**src/rtl/core/adi_pkg.sv**
```systemverilog
package adi_pkg;

  // field widths
  localparam int unsigned RAW_W      = 16;
  localparam int unsigned CONV_W     = 24;
  localparam int unsigned BIAS_W     = 32;
  localparam int unsigned ACC_W      = 25;
  localparam int unsigned POS_W      = 40;
  localparam int unsigned THR_W      = 10;
  localparam int unsigned DT_W       = 16;
  localparam int unsigned CAL_W      = 7;
  localparam int unsigned CFG_IDX_W  = 3;
  localparam int unsigned CFG_DATA_W = 16;

  // bias-removed acceleration inside the datapath; the bias can reach a whole
  // calibration sum when the count is lowered mid calibration
  localparam int unsigned A_W = 30;

  // fraction bits of the dead-zone limits
  localparam int unsigned LIM_FRAC = 8;

  // multiplier digit width, bits of the multiplier consumed per cycle
  localparam int unsigned DIG_W = 4;

  // a * dt product and the scaled terms taken from the products
  localparam int unsigned PROD1_W = A_W + DT_W;
  localparam int unsigned V_SHIFT = 32;
  localparam int unsigned P_SHIFT = 33;
  localparam int unsigned Q1_W    = 30;
  localparam int unsigned Q2_W    = 29;

  // longest calibration run
  localparam int unsigned MAX_CAL = 64;

  // 1/1024 g to cm/s2 with 8 fraction bits is x981 then /4
  localparam logic [9:0] G_SCALE = 10'd981;

  // register reset values
  localparam logic [THR_W-1:0] ACC_THR_RST  = 10'd5;
  localparam logic [THR_W-1:0] VEL_THR_RST  = 10'd22;
  localparam logic [DT_W-1:0]  DT_RST       = 16'd6554;
  localparam logic [DT_W-1:0]  BLEND_RST    = 16'd58982;
  localparam logic [CAL_W-1:0] CAL_CNT_RST  = 7'd10;

  typedef enum logic [CFG_IDX_W-1:0] {
    REG_ACC_THR   = 3'd0,
    REG_VEL_THR   = 3'd1,
    REG_TIME_STEP = 3'd2,
    REG_BLEND     = 3'd3,
    REG_CAL_CNT   = 3'd4
  } cfg_idx_e;

  typedef logic signed [RAW_W-1:0] raw_t;
  typedef logic signed [ACC_W-1:0] acc_t;
  typedef logic signed [POS_W-1:0] pos_t;

endpackage

```
**src/rtl/core/adi_in_if.sv**
```systemverilog
interface adi_in_if;
  import adi_pkg::*;

  logic valid;
  logic ready;
  raw_t raw_accel_x;
  raw_t raw_accel_y;
  raw_t raw_accel_z;

  modport source (
    output valid,
    output raw_accel_x,
    output raw_accel_y,
    output raw_accel_z,
    input  ready
  );

  modport sink (
    input  valid,
    input  raw_accel_x,
    input  raw_accel_y,
    input  raw_accel_z,
    output ready
  );
endinterface

```
**src/rtl/core/adi_out_if.sv**
```systemverilog
interface adi_out_if;
  import adi_pkg::*;

  logic valid;
  logic ready;
  acc_t filtered_accel_x;
  acc_t filtered_accel_y;
  acc_t filtered_accel_z;
  pos_t position_x;
  pos_t position_y;
  pos_t position_z;

  modport source (
    output valid,
    output filtered_accel_x,
    output filtered_accel_y,
    output filtered_accel_z,
    output position_x,
    output position_y,
    output position_z,
    input  ready
  );

  modport sink (
    input  valid,
    input  filtered_accel_x,
    input  filtered_accel_y,
    input  filtered_accel_z,
    input  position_x,
    input  position_y,
    input  position_z,
    output ready
  );
endinterface

```
**src/rtl/core/adi_mul.sv**
```systemverilog
module adi_mul #(
  parameter int unsigned X_W = 41
) (
  input  logic                                 clk_i,
  input  logic                                 rst_ni,
  input  logic                                 start_i,
  input  logic signed [X_W-1:0]                x_i,
  input  logic        [adi_pkg::DT_W-1:0]      m_i,
  output logic                                 done_o,
  output logic signed [X_W+adi_pkg::DT_W-1:0]  prod_o
);
  import adi_pkg::*;

  localparam int unsigned STEPS = DT_W / DIG_W;
  localparam int unsigned CNT_W = $clog2(STEPS);
  localparam int unsigned SUM_W = X_W + DIG_W;

  logic                    busy_q;
  logic                    done_q;
  logic [CNT_W-1:0]        cnt_q;
  logic signed [X_W-1:0]   x_q;
  logic signed [X_W-1:0]   p_q;
  logic [DT_W-1:0]         lo_q;
  logic [DT_W-1:0]         m_q;
  logic signed [SUM_W-1:0] pp;
  logic signed [SUM_W-1:0] sum;

  // one multiplier digit per cycle, lsb first
  assign pp  = SUM_W'(x_q) * SUM_W'($signed({1'b0, m_q[DIG_W-1:0]}));
  assign sum = SUM_W'(p_q) + pp;

  // step counter
  always_ff @(posedge clk_i or negedge rst_ni) begin
    if (!rst_ni) begin
      busy_q <= 1'b0;
      done_q <= 1'b0;
      cnt_q  <= '0;
    end else begin
      done_q <= 1'b0;
      if (start_i) begin
        busy_q <= 1'b1;
        cnt_q  <= CNT_W'(STEPS - 1);
      end else if (busy_q) begin
        cnt_q <= cnt_q - CNT_W'(1);
        if (cnt_q == '0) begin
          busy_q <= 1'b0;
          done_q <= 1'b1;
        end
      end
    end
  end

  // partial product shifts right, low digits drop into lo_q
  always_ff @(posedge clk_i) begin
    if (start_i) begin
      x_q  <= x_i;
      m_q  <= m_i;
      p_q  <= '0;
      lo_q <= '0;
    end else if (busy_q) begin
      p_q  <= sum[SUM_W-1:DIG_W];
      lo_q <= {sum[DIG_W-1:0], lo_q[DT_W-1:DIG_W]};
      m_q  <= m_q >> DIG_W;
    end
  end

  assign done_o = done_q;
  assign prod_o = $signed({p_q, lo_q});

endmodule

```
**src/rtl/core/adi_div.sv**
```systemverilog
module adi_div (
  input  logic                               clk_i,
  input  logic                               rst_ni,
  input  logic                               start_i,
  input  logic signed [adi_pkg::BIAS_W-1:0]  dividend_i,
  input  logic        [adi_pkg::CAL_W-1:0]   divisor_i,
  output logic                               done_o,
  output logic signed [adi_pkg::BIAS_W-1:0]  quotient_o
);
  import adi_pkg::*;

  localparam int unsigned CNT_W = $clog2(BIAS_W);

  logic              busy_q;
  logic              done_q;
  logic [CNT_W-1:0]  cnt_q;
  logic [BIAS_W-1:0] dq_q;
  logic [CAL_W-1:0]  rem_q;
  logic [CAL_W-1:0]  d_q;
  logic              neg_q;
  logic [BIAS_W-1:0] mag;
  logic [CAL_W:0]    trial;
  logic [CAL_W:0]    diff;
  logic              fits;

  // magnitude of the dividend, sign restored at the end
  assign mag = dividend_i[BIAS_W-1] ? (~dividend_i + BIAS_W'(1)) : dividend_i;

  // restoring step, one quotient bit per cycle
  assign trial = {rem_q, dq_q[BIAS_W-1]};
  assign diff  = trial - {1'b0, d_q};
  assign fits  = (trial >= {1'b0, d_q});

  always_ff @(posedge clk_i or negedge rst_ni) begin
    if (!rst_ni) begin
      busy_q <= 1'b0;
      done_q <= 1'b0;
      cnt_q  <= '0;
    end else begin
      done_q <= 1'b0;
      if (start_i) begin
        busy_q <= 1'b1;
        cnt_q  <= CNT_W'(BIAS_W - 1);
      end else if (busy_q) begin
        cnt_q <= cnt_q - CNT_W'(1);
        if (cnt_q == '0) begin
          busy_q <= 1'b0;
          done_q <= 1'b1;
        end
      end
    end
  end

  always_ff @(posedge clk_i) begin
    if (start_i) begin
      dq_q  <= mag;
      rem_q <= '0;
      d_q   <= divisor_i;
      neg_q <= dividend_i[BIAS_W-1];
    end else if (busy_q) begin
      rem_q <= fits ? diff[CAL_W-1:0] : trial[CAL_W-1:0];
      dq_q  <= {dq_q[BIAS_W-2:0], fits};
    end
  end

  assign done_o     = done_q;
  assign quotient_o = $signed(neg_q ? (~dq_q + BIAS_W'(1)) : dq_q);

endmodule

```
**src/rtl/core/accel_dead_reckoning_integrator_unit.sv**
```systemverilog
// Three-axis accelerometer dead reckoning.
// in_i carries one word of raw x/y/z samples in 1/1024 g; out_o carries one
// word of filtered acceleration (cm/s2, 8 fraction bits) and position
// (cm, 8 fraction bits) per running sample. Both use valid/ready and move a
// word at a clock edge where both are high. Registers must be written by the
// user through cfg_we_i/cfg_idx_i/cfg_wdata_i only while the block is idle;
// the block itself does not enforce this. The first N samples only build the
// bias sums, with no result. Sample N+1 divides the sums into the bias, one
// quotient bit per cycle per axis, with no result. Each later sample is
// handled axis by axis: bias removal, then four products on one shared
// multiplier that consumes a 4-bit digit of dt or w per cycle, then a
// saturating position update; after the last axis the result is loaded
// into the output register. The next sample is taken once the previous
// result is in the output register, so the block takes no new sample while
// one is in progress. If out_o stalls, the following sample is still
// computed and the block holds it in its last step, with in_i.ready low,
// until the output register frees up. Reset restores the register defaults
// and clears the sample count, bias sums, velocity and position; no word is
// pending after reset.
module accel_dead_reckoning_integrator_unit #(
  parameter int unsigned STATE_WIDTH = 40
) (
  input  logic                              clk_i,
  input  logic                              rst_ni,
  input  logic                              cfg_we_i,
  input  logic [adi_pkg::CFG_IDX_W-1:0]     cfg_idx_i,
  input  logic [adi_pkg::CFG_DATA_W-1:0]    cfg_wdata_i,
  adi_in_if.sink                            in_i,
  adi_out_if.source                         out_o
);
  import adi_pkg::*;

  localparam int unsigned SW      = STATE_WIDTH;
  localparam int unsigned XW      = (SW > PROD1_W) ? SW : PROD1_W;
  localparam int unsigned PW      = XW + DT_W;
  localparam int unsigned EW      = (SW > POS_W) ? SW : POS_W;
  localparam int unsigned CONVP_W = RAW_W + 11;
  localparam int unsigned AXES    = 3;
  localparam logic [1:0]  LAST_AXIS = 2'd2;

  typedef enum logic [11:0] {
    S_IDLE  = 12'h001,
    S_ACCUM = 12'h002,
    S_DIV   = 12'h004,
    S_DIVW  = 12'h008,
    S_ACC_A = 12'h010,
    S_MUL1  = 12'h020,
    S_MUL2  = 12'h040,
    S_MUL3  = 12'h080,
    S_MUL4  = 12'h100,
    S_POS1  = 12'h200,
    S_POS2  = 12'h400,
    S_DONE  = 12'h800
  } state_e;

  state_e state_q, state_d;
  logic [1:0] axis_q;

  logic [THR_W-1:0] acc_thr_q;
  logic [THR_W-1:0] vel_thr_q;
  logic [DT_W-1:0]  dt_q;
  logic [DT_W-1:0]  w_q;
  logic [CAL_W-1:0] cal_q;

  logic [CAL_W-1:0]        count_q;
  logic                    cal_done_q;
  logic signed [BIAS_W-1:0] bias_q [AXES];
  logic signed [SW-1:0]    vel_q [AXES];
  logic signed [SW-1:0]    pos_q [AXES];

  raw_t                     raw_q [AXES];
  logic signed [A_W-1:0]    a_q;
  acc_t                     res_a_q [AXES];
  logic signed [PROD1_W-1:0] prod1_q;
  logic signed [Q1_W-1:0]   q1_q;
  logic signed [Q2_W-1:0]   q2_q;
  logic signed [SW-1:0]     t1_q;
  logic signed [SW-1:0]     vs_q;
  logic signed [SW-1:0]     vn_q;

  logic out_valid_q;
  acc_t out_acc_q [AXES];
  pos_t out_pos_q [AXES];

  logic in_fire;
  logic out_free;
  logic [CAL_W-1:0] n_one;
  logic [CAL_W-1:0] n_eff;
  logic signed [CONVP_W-1:0] conv_full;
  logic signed [CONV_W-1:0]  conv_cur;
  logic signed [A_W-1:0]     a_cur;

  logic                  mul_start;
  logic signed [XW-1:0]  mul_x;
  logic [DT_W-1:0]       mul_m;
  logic                  mul_done;
  logic signed [PW-1:0]  mul_prod;

  logic                     div_done;
  logic signed [BIAS_W-1:0] div_quot;

  logic signed [SW-1:0] add_a;
  logic signed [SW-1:0] add_b;
  logic signed [SW:0]   add_sum;
  logic signed [SW-1:0] add_sat;

  // clamp a one-bit-grown sum back to the state range
  function automatic logic signed [SW-1:0] sat_sw(input logic signed [SW:0] x);
    logic signed [SW-1:0] r;
    if (x[SW] != x[SW-1]) begin
      r = x[SW] ? {1'b1, {(SW-1){1'b0}}} : {1'b0, {(SW-1){1'b1}}};
    end else begin
      r = x[SW-1:0];
    end
    return r;
  endfunction

  // zero a velocity whose magnitude is under the limit
  function automatic logic signed [SW-1:0] dz_vel(input logic signed [SW-1:0] x,
                                                  input logic [THR_W-1:0] thr);
    logic signed [SW:0] xe;
    logic signed [SW:0] le;
    xe = (SW+1)'(x);
    le = (SW+1)'($signed({1'b0, thr, {LIM_FRAC{1'b0}}}));
    return ((xe < le) && (xe > -le)) ? '0 : x;
  endfunction

  // zero an acceleration whose magnitude is under the limit
  function automatic logic signed [A_W-1:0] dz_acc(input logic signed [A_W-1:0] x,
                                                   input logic [THR_W-1:0] thr);
    logic signed [A_W:0] xe;
    logic signed [A_W:0] le;
    xe = (A_W+1)'(x);
    le = (A_W+1)'($signed({1'b0, thr, {LIM_FRAC{1'b0}}}));
    return ((xe < le) && (xe > -le)) ? '0 : x;
  endfunction

  // emitted position is limited to the output field
  function automatic pos_t clamp_out(input logic signed [SW-1:0] p);
    logic signed [EW-1:0] pe;
    logic signed [EW-1:0] pmax;
    logic signed [EW-1:0] pmin;
    pe   = EW'(p);
    pmax = {{(EW-POS_W+1){1'b0}}, {(POS_W-1){1'b1}}};
    pmin = ~pmax;
    if (pe > pmax) begin
      return pmax[POS_W-1:0];
    end else if (pe < pmin) begin
      return pmin[POS_W-1:0];
    end
    return pe[POS_W-1:0];
  endfunction

  // handshakes
  assign in_fire     = in_i.valid && in_i.ready;
  assign out_free    = !out_valid_q || out_o.ready;
  assign in_i.ready  = (state_q == S_IDLE);

  // effective calibration length
  assign n_one = (cal_q == '0) ? CAL_W'(1) : cal_q;
  assign n_eff = (n_one > CAL_W'(MAX_CAL)) ? CAL_W'(MAX_CAL) : n_one;

  // unit conversion and bias removal for the current axis
  assign conv_full = CONVP_W'(raw_q[axis_q]) * CONVP_W'($signed({1'b0, G_SCALE}));
  assign conv_cur  = conv_full[CONV_W+1:2];
  assign a_cur     = dz_acc(A_W'(conv_cur) - A_W'(bias_q[axis_q]), acc_thr_q);

  // shared saturating adder
  always_comb begin
    add_a = pos_q[axis_q];
    add_b = SW'(q2_q);
    case (state_q)
      S_MUL3: begin
        add_a = vel_q[axis_q];
        add_b = SW'(q1_q);
      end
      S_POS1: begin
        add_b = t1_q;
      end
      default: begin
      end
    endcase
  end

  assign add_sum = (SW+1)'(add_a) + (SW+1)'(add_b);
  assign add_sat = sat_sw(add_sum);

  // multiplier operand select
  always_comb begin
    mul_start = 1'b0;
    mul_x     = '0;
    mul_m     = dt_q;
    case (state_q)
      S_ACC_A: begin
        mul_start = 1'b1;
        mul_x     = XW'(a_cur);
      end
      S_MUL1: begin
        mul_start = mul_done;
        mul_x     = XW'($signed(mul_prod[PROD1_W-1:0]));
        mul_m     = w_q;
      end
      S_MUL2: begin
        mul_start = mul_done;
        mul_x     = XW'(prod1_q);
      end
      S_MUL3: begin
        mul_start = mul_done;
        mul_x     = XW'(vel_q[axis_q]);
      end
      default: begin
      end
    endcase
  end

  // sequencer
  always_comb begin
    state_d = state_q;
    case (state_q)
      S_IDLE: begin
        if (in_fire) begin
          if (cal_done_q) begin
            state_d = S_ACC_A;
          end else if (count_q < n_eff) begin
            state_d = S_ACCUM;
          end else begin
            state_d = S_DIV;
          end
        end
      end
      S_ACCUM: begin
        if (axis_q == LAST_AXIS) state_d = S_IDLE;
      end
      S_DIV:   state_d = S_DIVW;
      S_DIVW: begin
        if (div_done) state_d = (axis_q == LAST_AXIS) ? S_IDLE : S_DIV;
      end
      S_ACC_A: state_d = S_MUL1;
      S_MUL1: begin
        if (mul_done) state_d = S_MUL2;
      end
      S_MUL2: begin
        if (mul_done) state_d = S_MUL3;
      end
      S_MUL3: begin
        if (mul_done) state_d = S_MUL4;
      end
      S_MUL4: begin
        if (mul_done) state_d = S_POS1;
      end
      S_POS1:  state_d = S_POS2;
      S_POS2:  state_d = (axis_q == LAST_AXIS) ? S_DONE : S_ACC_A;
      S_DONE: begin
        if (out_free) state_d = S_IDLE;
      end
      default: state_d = S_IDLE;
    endcase
  end

  // control, registers and integrator state
  always_ff @(posedge clk_i or negedge rst_ni) begin
    if (!rst_ni) begin
      state_q     <= S_IDLE;
      axis_q      <= '0;
      acc_thr_q   <= ACC_THR_RST;
      vel_thr_q   <= VEL_THR_RST;
      dt_q        <= DT_RST;
      w_q         <= BLEND_RST;
      cal_q       <= CAL_CNT_RST;
      count_q     <= '0;
      cal_done_q  <= 1'b0;
      out_valid_q <= 1'b0;
      for (int i = 0; i < AXES; i++) begin
        bias_q[i] <= '0;
        vel_q[i]  <= '0;
        pos_q[i]  <= '0;
      end
    end else begin
      state_q <= state_d;

      // register writes
      if (cfg_we_i) begin
        case (cfg_idx_i)
          REG_ACC_THR:   acc_thr_q <= cfg_wdata_i[THR_W-1:0];
          REG_VEL_THR:   vel_thr_q <= cfg_wdata_i[THR_W-1:0];
          REG_TIME_STEP: dt_q      <= cfg_wdata_i[DT_W-1:0];
          REG_BLEND:     w_q       <= cfg_wdata_i[DT_W-1:0];
          REG_CAL_CNT:   cal_q     <= cfg_wdata_i[CAL_W-1:0];
          default: begin
          end
        endcase
      end

      case (state_q)
        S_ACCUM: begin
          bias_q[axis_q] <= bias_q[axis_q] + BIAS_W'(conv_cur);
          if (axis_q == LAST_AXIS) begin
            axis_q  <= '0;
            count_q <= count_q + CAL_W'(1);
          end else begin
            axis_q <= axis_q + 2'd1;
          end
        end
        S_DIVW: begin
          if (div_done) begin
            bias_q[axis_q] <= div_quot;
            if (axis_q == LAST_AXIS) begin
              axis_q     <= '0;
              cal_done_q <= 1'b1;
            end else begin
              axis_q <= axis_q + 2'd1;
            end
          end
        end
        S_POS1: begin
          pos_q[axis_q] <= add_sat;
        end
        S_POS2: begin
          pos_q[axis_q] <= add_sat;
          vel_q[axis_q] <= vn_q;
          axis_q        <= (axis_q == LAST_AXIS) ? 2'd0 : axis_q + 2'd1;
        end
        default: begin
        end
      endcase

      // output word valid
      if (state_q == S_DONE && out_free) begin
        out_valid_q <= 1'b1;
      end else if (out_o.ready) begin
        out_valid_q <= 1'b0;
      end
    end
  end

  // datapath registers
  always_ff @(posedge clk_i) begin
    case (state_q)
      S_IDLE: begin
        if (in_fire) begin
          raw_q[0] <= in_i.raw_accel_x;
          raw_q[1] <= in_i.raw_accel_y;
          raw_q[2] <= in_i.raw_accel_z;
        end
      end
      S_ACC_A: begin
        a_q <= a_cur;
      end
      S_MUL1: begin
        if (mul_done) prod1_q <= mul_prod[PROD1_W-1:0];
      end
      S_MUL2: begin
        if (mul_done) q1_q <= mul_prod[V_SHIFT +: Q1_W];
      end
      S_MUL3: begin
        // velocity update runs while a*dt*dt is formed
        vs_q <= add_sat;
        vn_q <= dz_vel(vs_q, vel_thr_q);
        if (mul_done) q2_q <= mul_prod[P_SHIFT +: Q2_W];
      end
      S_MUL4: begin
        if (mul_done) t1_q <= mul_prod[DT_W +: SW];
      end
      S_POS2: begin
        res_a_q[axis_q] <= a_q[ACC_W-1:0];
      end
      S_DONE: begin
        if (out_free) begin
          for (int i = 0; i < AXES; i++) begin
            out_acc_q[i] <= res_a_q[i];
            out_pos_q[i] <= clamp_out(pos_q[i]);
          end
        end
      end
      default: begin
      end
    endcase
  end

  adi_mul #(
    .X_W (XW)
  ) u_mul (
    .clk_i   (clk_i),
    .rst_ni  (rst_ni),
    .start_i (mul_start),
    .x_i     (mul_x),
    .m_i     (mul_m),
    .done_o  (mul_done),
    .prod_o  (mul_prod)
  );

  adi_div u_div (
    .clk_i      (clk_i),
    .rst_ni     (rst_ni),
    .start_i    (state_q == S_DIV),
    .dividend_i (bias_q[axis_q]),
    .divisor_i  (n_eff),
    .done_o     (div_done),
    .quotient_o (div_quot)
  );

  // output channel
  assign out_o.valid            = out_valid_q;
  assign out_o.filtered_accel_x = out_acc_q[0];
  assign out_o.filtered_accel_y = out_acc_q[1];
  assign out_o.filtered_accel_z = out_acc_q[2];
  assign out_o.position_x       = out_pos_q[0];
  assign out_o.position_y       = out_pos_q[1];
  assign out_o.position_z       = out_pos_q[2];

endmodule
```
**src/flat_wrapper.sv**
```systemverilog
// flat-port wrapper written by rule: the top's interface ports become plain ports
module accel_dead_reckoning_integrator_unit_flat import adi_pkg::*;
#(
  parameter int unsigned STATE_WIDTH = 40
)
  (clk_i, rst_ni, cfg_we_i, cfg_idx_i, cfg_wdata_i, in_i_valid, in_i_raw_accel_x, in_i_raw_accel_y, in_i_raw_accel_z, in_i_ready, out_o_valid, out_o_filtered_accel_x, out_o_filtered_accel_y, out_o_filtered_accel_z, out_o_position_x, out_o_position_y, out_o_position_z, out_o_ready);
  adi_in_if in_i_i ();
  adi_out_if out_o_i ();
  input  logic clk_i;
  input  logic rst_ni;
  input  logic cfg_we_i;
  input  logic [adi_pkg::CFG_IDX_W-1:0] cfg_idx_i;
  input  logic [adi_pkg::CFG_DATA_W-1:0] cfg_wdata_i;
  input wire logic [$bits(in_i_i.valid)-1:0] in_i_valid;
  input wire logic [$bits(in_i_i.raw_accel_x)-1:0] in_i_raw_accel_x;
  input wire logic [$bits(in_i_i.raw_accel_y)-1:0] in_i_raw_accel_y;
  input wire logic [$bits(in_i_i.raw_accel_z)-1:0] in_i_raw_accel_z;
  output wire logic [$bits(in_i_i.ready)-1:0] in_i_ready;
  output wire logic [$bits(out_o_i.valid)-1:0] out_o_valid;
  output wire logic [$bits(out_o_i.filtered_accel_x)-1:0] out_o_filtered_accel_x;
  output wire logic [$bits(out_o_i.filtered_accel_y)-1:0] out_o_filtered_accel_y;
  output wire logic [$bits(out_o_i.filtered_accel_z)-1:0] out_o_filtered_accel_z;
  output wire logic [$bits(out_o_i.position_x)-1:0] out_o_position_x;
  output wire logic [$bits(out_o_i.position_y)-1:0] out_o_position_y;
  output wire logic [$bits(out_o_i.position_z)-1:0] out_o_position_z;
  input wire logic [$bits(out_o_i.ready)-1:0] out_o_ready;
  assign in_i_i.valid = in_i_valid;
  assign in_i_i.raw_accel_x = in_i_raw_accel_x;
  assign in_i_i.raw_accel_y = in_i_raw_accel_y;
  assign in_i_i.raw_accel_z = in_i_raw_accel_z;
  assign in_i_ready = in_i_i.ready;
  assign out_o_valid = out_o_i.valid;
  assign out_o_filtered_accel_x = out_o_i.filtered_accel_x;
  assign out_o_filtered_accel_y = out_o_i.filtered_accel_y;
  assign out_o_filtered_accel_z = out_o_i.filtered_accel_z;
  assign out_o_position_x = out_o_i.position_x;
  assign out_o_position_y = out_o_i.position_y;
  assign out_o_position_z = out_o_i.position_z;
  assign out_o_i.ready = out_o_ready;
  accel_dead_reckoning_integrator_unit #(.STATE_WIDTH(STATE_WIDTH)) u_core (.clk_i(clk_i), .rst_ni(rst_ni), .cfg_we_i(cfg_we_i), .cfg_idx_i(cfg_idx_i), .cfg_wdata_i(cfg_wdata_i), .in_i(in_i_i), .out_o(out_o_i));
endmodule
```
**config.mk**
```make
export PLATFORM = sky130hd
export DESIGN_NAME = accel_dead_reckoning_integrator_unit_flat
export DESIGN_NICKNAME = d
export VERILOG_FILES = /design/src/rtl/core/adi_pkg.sv /design/src/rtl/core/adi_in_if.sv /design/src/rtl/core/adi_out_if.sv /design/src/rtl/core/adi_mul.sv /design/src/rtl/core/adi_div.sv /design/src/rtl/core/accel_dead_reckoning_integrator_unit.sv /design/src/flat_wrapper.sv
export SDC_FILE = /design/constraint.sdc
export NUM_CORES = 2
export LEC_CHECK = 0
export ABC_AREA = 1
export BUFFER_PORTS_ARGS = -buffer_cell sky130_fd_sc_hd__buf_2
export CAP_MARGIN = 20
export CORE_MARGIN = 2
export CORE_UTILIZATION = 32
export DETAILED_ROUTE_END_ITERATION = 16
export GPL_TIMING_DRIVEN = 0
export PLACE_DENSITY = 0.47
export REMOVE_ABC_BUFFERS = 1
export SLEW_MARGIN = 20
export SYNTH_ARGS = -nofsm -noshare
export SYNTH_HDL_FRONTEND = slang
export SYNTH_SLANG_ARGS = --single-unit
```
**constraint.sdc**
```tcl
create_clock -name clk_i -period 29.1 [get_ports clk_i]
set_clock_uncertainty 0.15 [all_clocks]
set_input_delay 4.365 -clock clk_i [delete_from_list [all_inputs] [get_ports clk_i]]
set_output_delay 4.365 -clock clk_i [all_outputs]
set_load 0.03 [all_outputs]
```
==> results.yml <==
timing:
  rsz0062_at_grt: "false"
  setup_viol: 0
  worst_pin_slew_ns: 1.18
  max_freq_mhz: 79.1
  setup_tns_ns: 0
  slew_headroom_pct: 20.5
  drv_slew: 0
  min_period_over_period_pct: 43.5
  finalCriticalPeriod_ns: 12.65
  hold_viol: 0
logic_synthesis:
  synth-edff-count: 670
  ys_top_cells_by_area: "edfxtp_1 30%, dfrtp_1 15%, nand2_1 8.4%"
  ys_ff_latch: 1168
  yosysMostFrequentCell: "nand2_1"
  async_reset_ff_share_pct: 36.7
  synth_cells: 7262
  syn_area_um2: 67100
  syn_avg_cell_area_um2: 9.24
  ys_seq_area_share_pct: 48.1
  synth-main-ff-cell: "edfxtp_1"
  yosys.area.top_type: "edfxtp_1"
  synth_top_area_share_pct: 30.0
  yosysWarnings: 0
  synth_common_cells: "1,502 x nand2_1, 1,051 x inv_1, 670 x edfxtp_1"
  synth_cell_types: 73
detailed_routing:
  final_antenna_net_count: 0
  first_pass_iters: 6
  avgViaCountPerCell: 4.94
  drt-initial-drc-count: 4125
  drc_errors: 0
  vias: 50900
  finalWirelength_um: 219000
  wire_per_inst_um: 21.2
global_routing:
  grt.total_usage_pct: 20.4
  grt_overflow: 0
  grt_antenna_before_repair: 15
  grt_pass1_wl_um: 327000
  grt_max_degree: 101
  grt_pass1_vias: 50700
clock_network:
  clockRootBuffer: "clkbuf_16"
  cts_max_level: 4
  clk_path_buf_depth: 3
  cts_sinks: 1168
  cts_made_buffers: 139
  insertion_delay_ns: 0.82
  ctsHoldBuffers: 0
  clk_pin_slew_ns: 0.06
  cts_setup_buffers: 0
  ctsResizeCount: 0
  cts_tree: "done"
status:
  status: "finished, final reports clean"
finish:
  final.fill_count: 21200
  area_growth_pct: 15.0
  final_core_util_pct: 36.9
  drive_above_1_share_pct: 10.7
  nets: 8039
floorplanning:
  die_area_um2: 213000
  pin_count: 269
  fp.dieH_um: 462
  core-area_um2: 209000
  start_util_pct: 32.1
  placementRows: 168
  die_w_um: 462
setup_path:
  r2r_start: "u_core.axis_q[0]"
  cp.required_ns: 29.58
  crit-reg2reg-capture: "u_core.u_mul.x_q[45]"
  slowest_delay_ns: 0.88
  critical-path-slowest-cell: "dfrtp_4"
  critical_path_class: "flip-flop to flip-flop"
  r2r.worst_path.cells: 49
  cp_common_cell: "nand2_1"
  cp.arrival_ns: 13.13
  crit_path_end_kind: "flip-flop"
  crit_fanout: 55
  timing.critical_path.from_type: "flip-flop"
  regToRegSetupSlack_ns: 16.45
worst_hold_path:
  worstHoldEndpoint: "u_core.out_acc_q[0][26]"
  hold_class: "flip-flop to flip-flop"
  min_from: "u_core.res_a_q[1][1]"
  worstHoldPathCells: 0
placed_design:
  globalplace.congestion: 0.890
  hpwl_um: 166000
  portBuffers: 268
flow_run:
  maxCapViolCount: 0
## cell families after synthesis
group,Yosys count,synth area share [%]
XOR/XNOR,179,2.36
adder cells (fa/ha/maj),592,13.4
multiplexers,57,0.957
buffers and inverters,1452,8.28
AND/OR/NAND/NOR,2459,15.2
AO/OA/AOI/OAI,1355,11.7
flip-flops,1168,48.1
## routing by layer
metal | vias to the layer above | global-route usage (%) | wire length [µm]
met5 | - | 0 | 35
met4 | 6 | 7.75 | 8350
met3 | 305 | 2.41 | 9760
met2 | 1338 | 34.0 | 104000
met1 | 25000 | 27.2 | 96500
li1 | 24200 | - | -
## worst max-delay path: cells and delay by family, from the launching register on
kind	cells	cell delay [ns]
flip-flops	1	0.88
AND/OR/NAND/NOR	22	4.54
XOR/XNOR	1	0.30
adder cells (fa/ha/maj)	8	3.25
buffers and inverters	12	1.75
AO/OA/AOI/OAI	6	1.42
## layout make-up
class                      instances  area, µm²  share of cell area [%]
tap                             2805       3510                    4.55
clock buffer                     183       3860                    5.00
multi-input combinational       4642      29400                    38.1
timing repair buffer             352       3150                    4.08
antenna                            3       7.51                 0.00973
clock inverter                    75        891                    1.15
inverter                        1072       4050                    5.25
sequential                      1168      32300                    41.8
## how the worst max path moves through the flow
stage,slack [ns],startpoint,cells after the start,endpoint
2_1_floorplan,15.74,out_o_ready,2,u_core.out_acc_q[0][0]
3_3_place_gp,10.06,u_core.axis_q[1],18,u_core.pos_q[88]
6_report,16.45,u_core.axis_q[0],49,u_core.u_mul.x_q[45]
4_1_cts,16.44,u_core.axis_q[0],50,u_core.u_mul.x_q[45]
5_1_grt,15.68,u_core.axis_q[0],50,u_core.u_mul.x_q[45]
3_5_place_dp,16.50,u_core.axis_q[0],49,u_core.u_mul.x_q[30]
## registers in the layout, summed over array words and instances (netlist names), 25 cells and up
register           count
u_core.a_q            25
u_core.bias_q         96
u_core.out_acc_q      75
u_core.out_pos_q     120
u_core.pos_q         120
u_core.prod1_q        46
u_core.q1_q           30
u_core.q2_q           29
u_core.raw_q          48
u_core.res_a_q        75
u_core.t1_q           40
u_core.u_div.dq_q     32
u_core.u_mul.p_q      46
u_core.u_mul.x_q      46
u_core.vel_q         120
u_core.vn_q           40
u_core.vs_q           40
## per-stage QoR
| stage | hold slack, ns | std cells | instance area [µm²] | setup slack, ns |
|---|---|---|---|---|
| floorplan | 0.250 | 6882 | 65600 | 15.74 |
| detailed placement | 0.255 | 10000 | 72400 | 16.50 |
| global route | 0.263 | 10300 | 77200 | 15.68 |
| global placement | 0.252 | 9955 | 70400 | 10.06 |
| finish | 0.252 | 10300 | 77200 | 16.45 |
| CTS | 0.250 | 10300 | 77100 | 16.44 |
## cell usage in the layout (no fill, tap or decap), drive strengths merged, types with 20 or more instances in the layout
master,Yosys,final
a31oi,73,73
o21bai,22,22
dfstp,24,24
a221oi,63,63
xnor2,48,48
clkbuf,316,183
nor4,20,20
dfrtp,405,405
fa,213,213
nor2,486,486
a21oi,367,367
clkinv,4,61
inv,1068,1073
o221ai,23,23
mux2,57,57
o22ai,33,33
nand4,55,55
a22oi,24,24
dfxtp,69,69
nand2,1523,1523
nor3,58,58
o21a,32,32
o21ai,628,628
ha,379,379
o211ai,26,26
buf,64,352
nand3,272,272
edfxtp,670,670
xor2,131,131
Power is not shown: default switching activity piles up to over one toggle a cycle in this logic, so the estimate is an artifact.
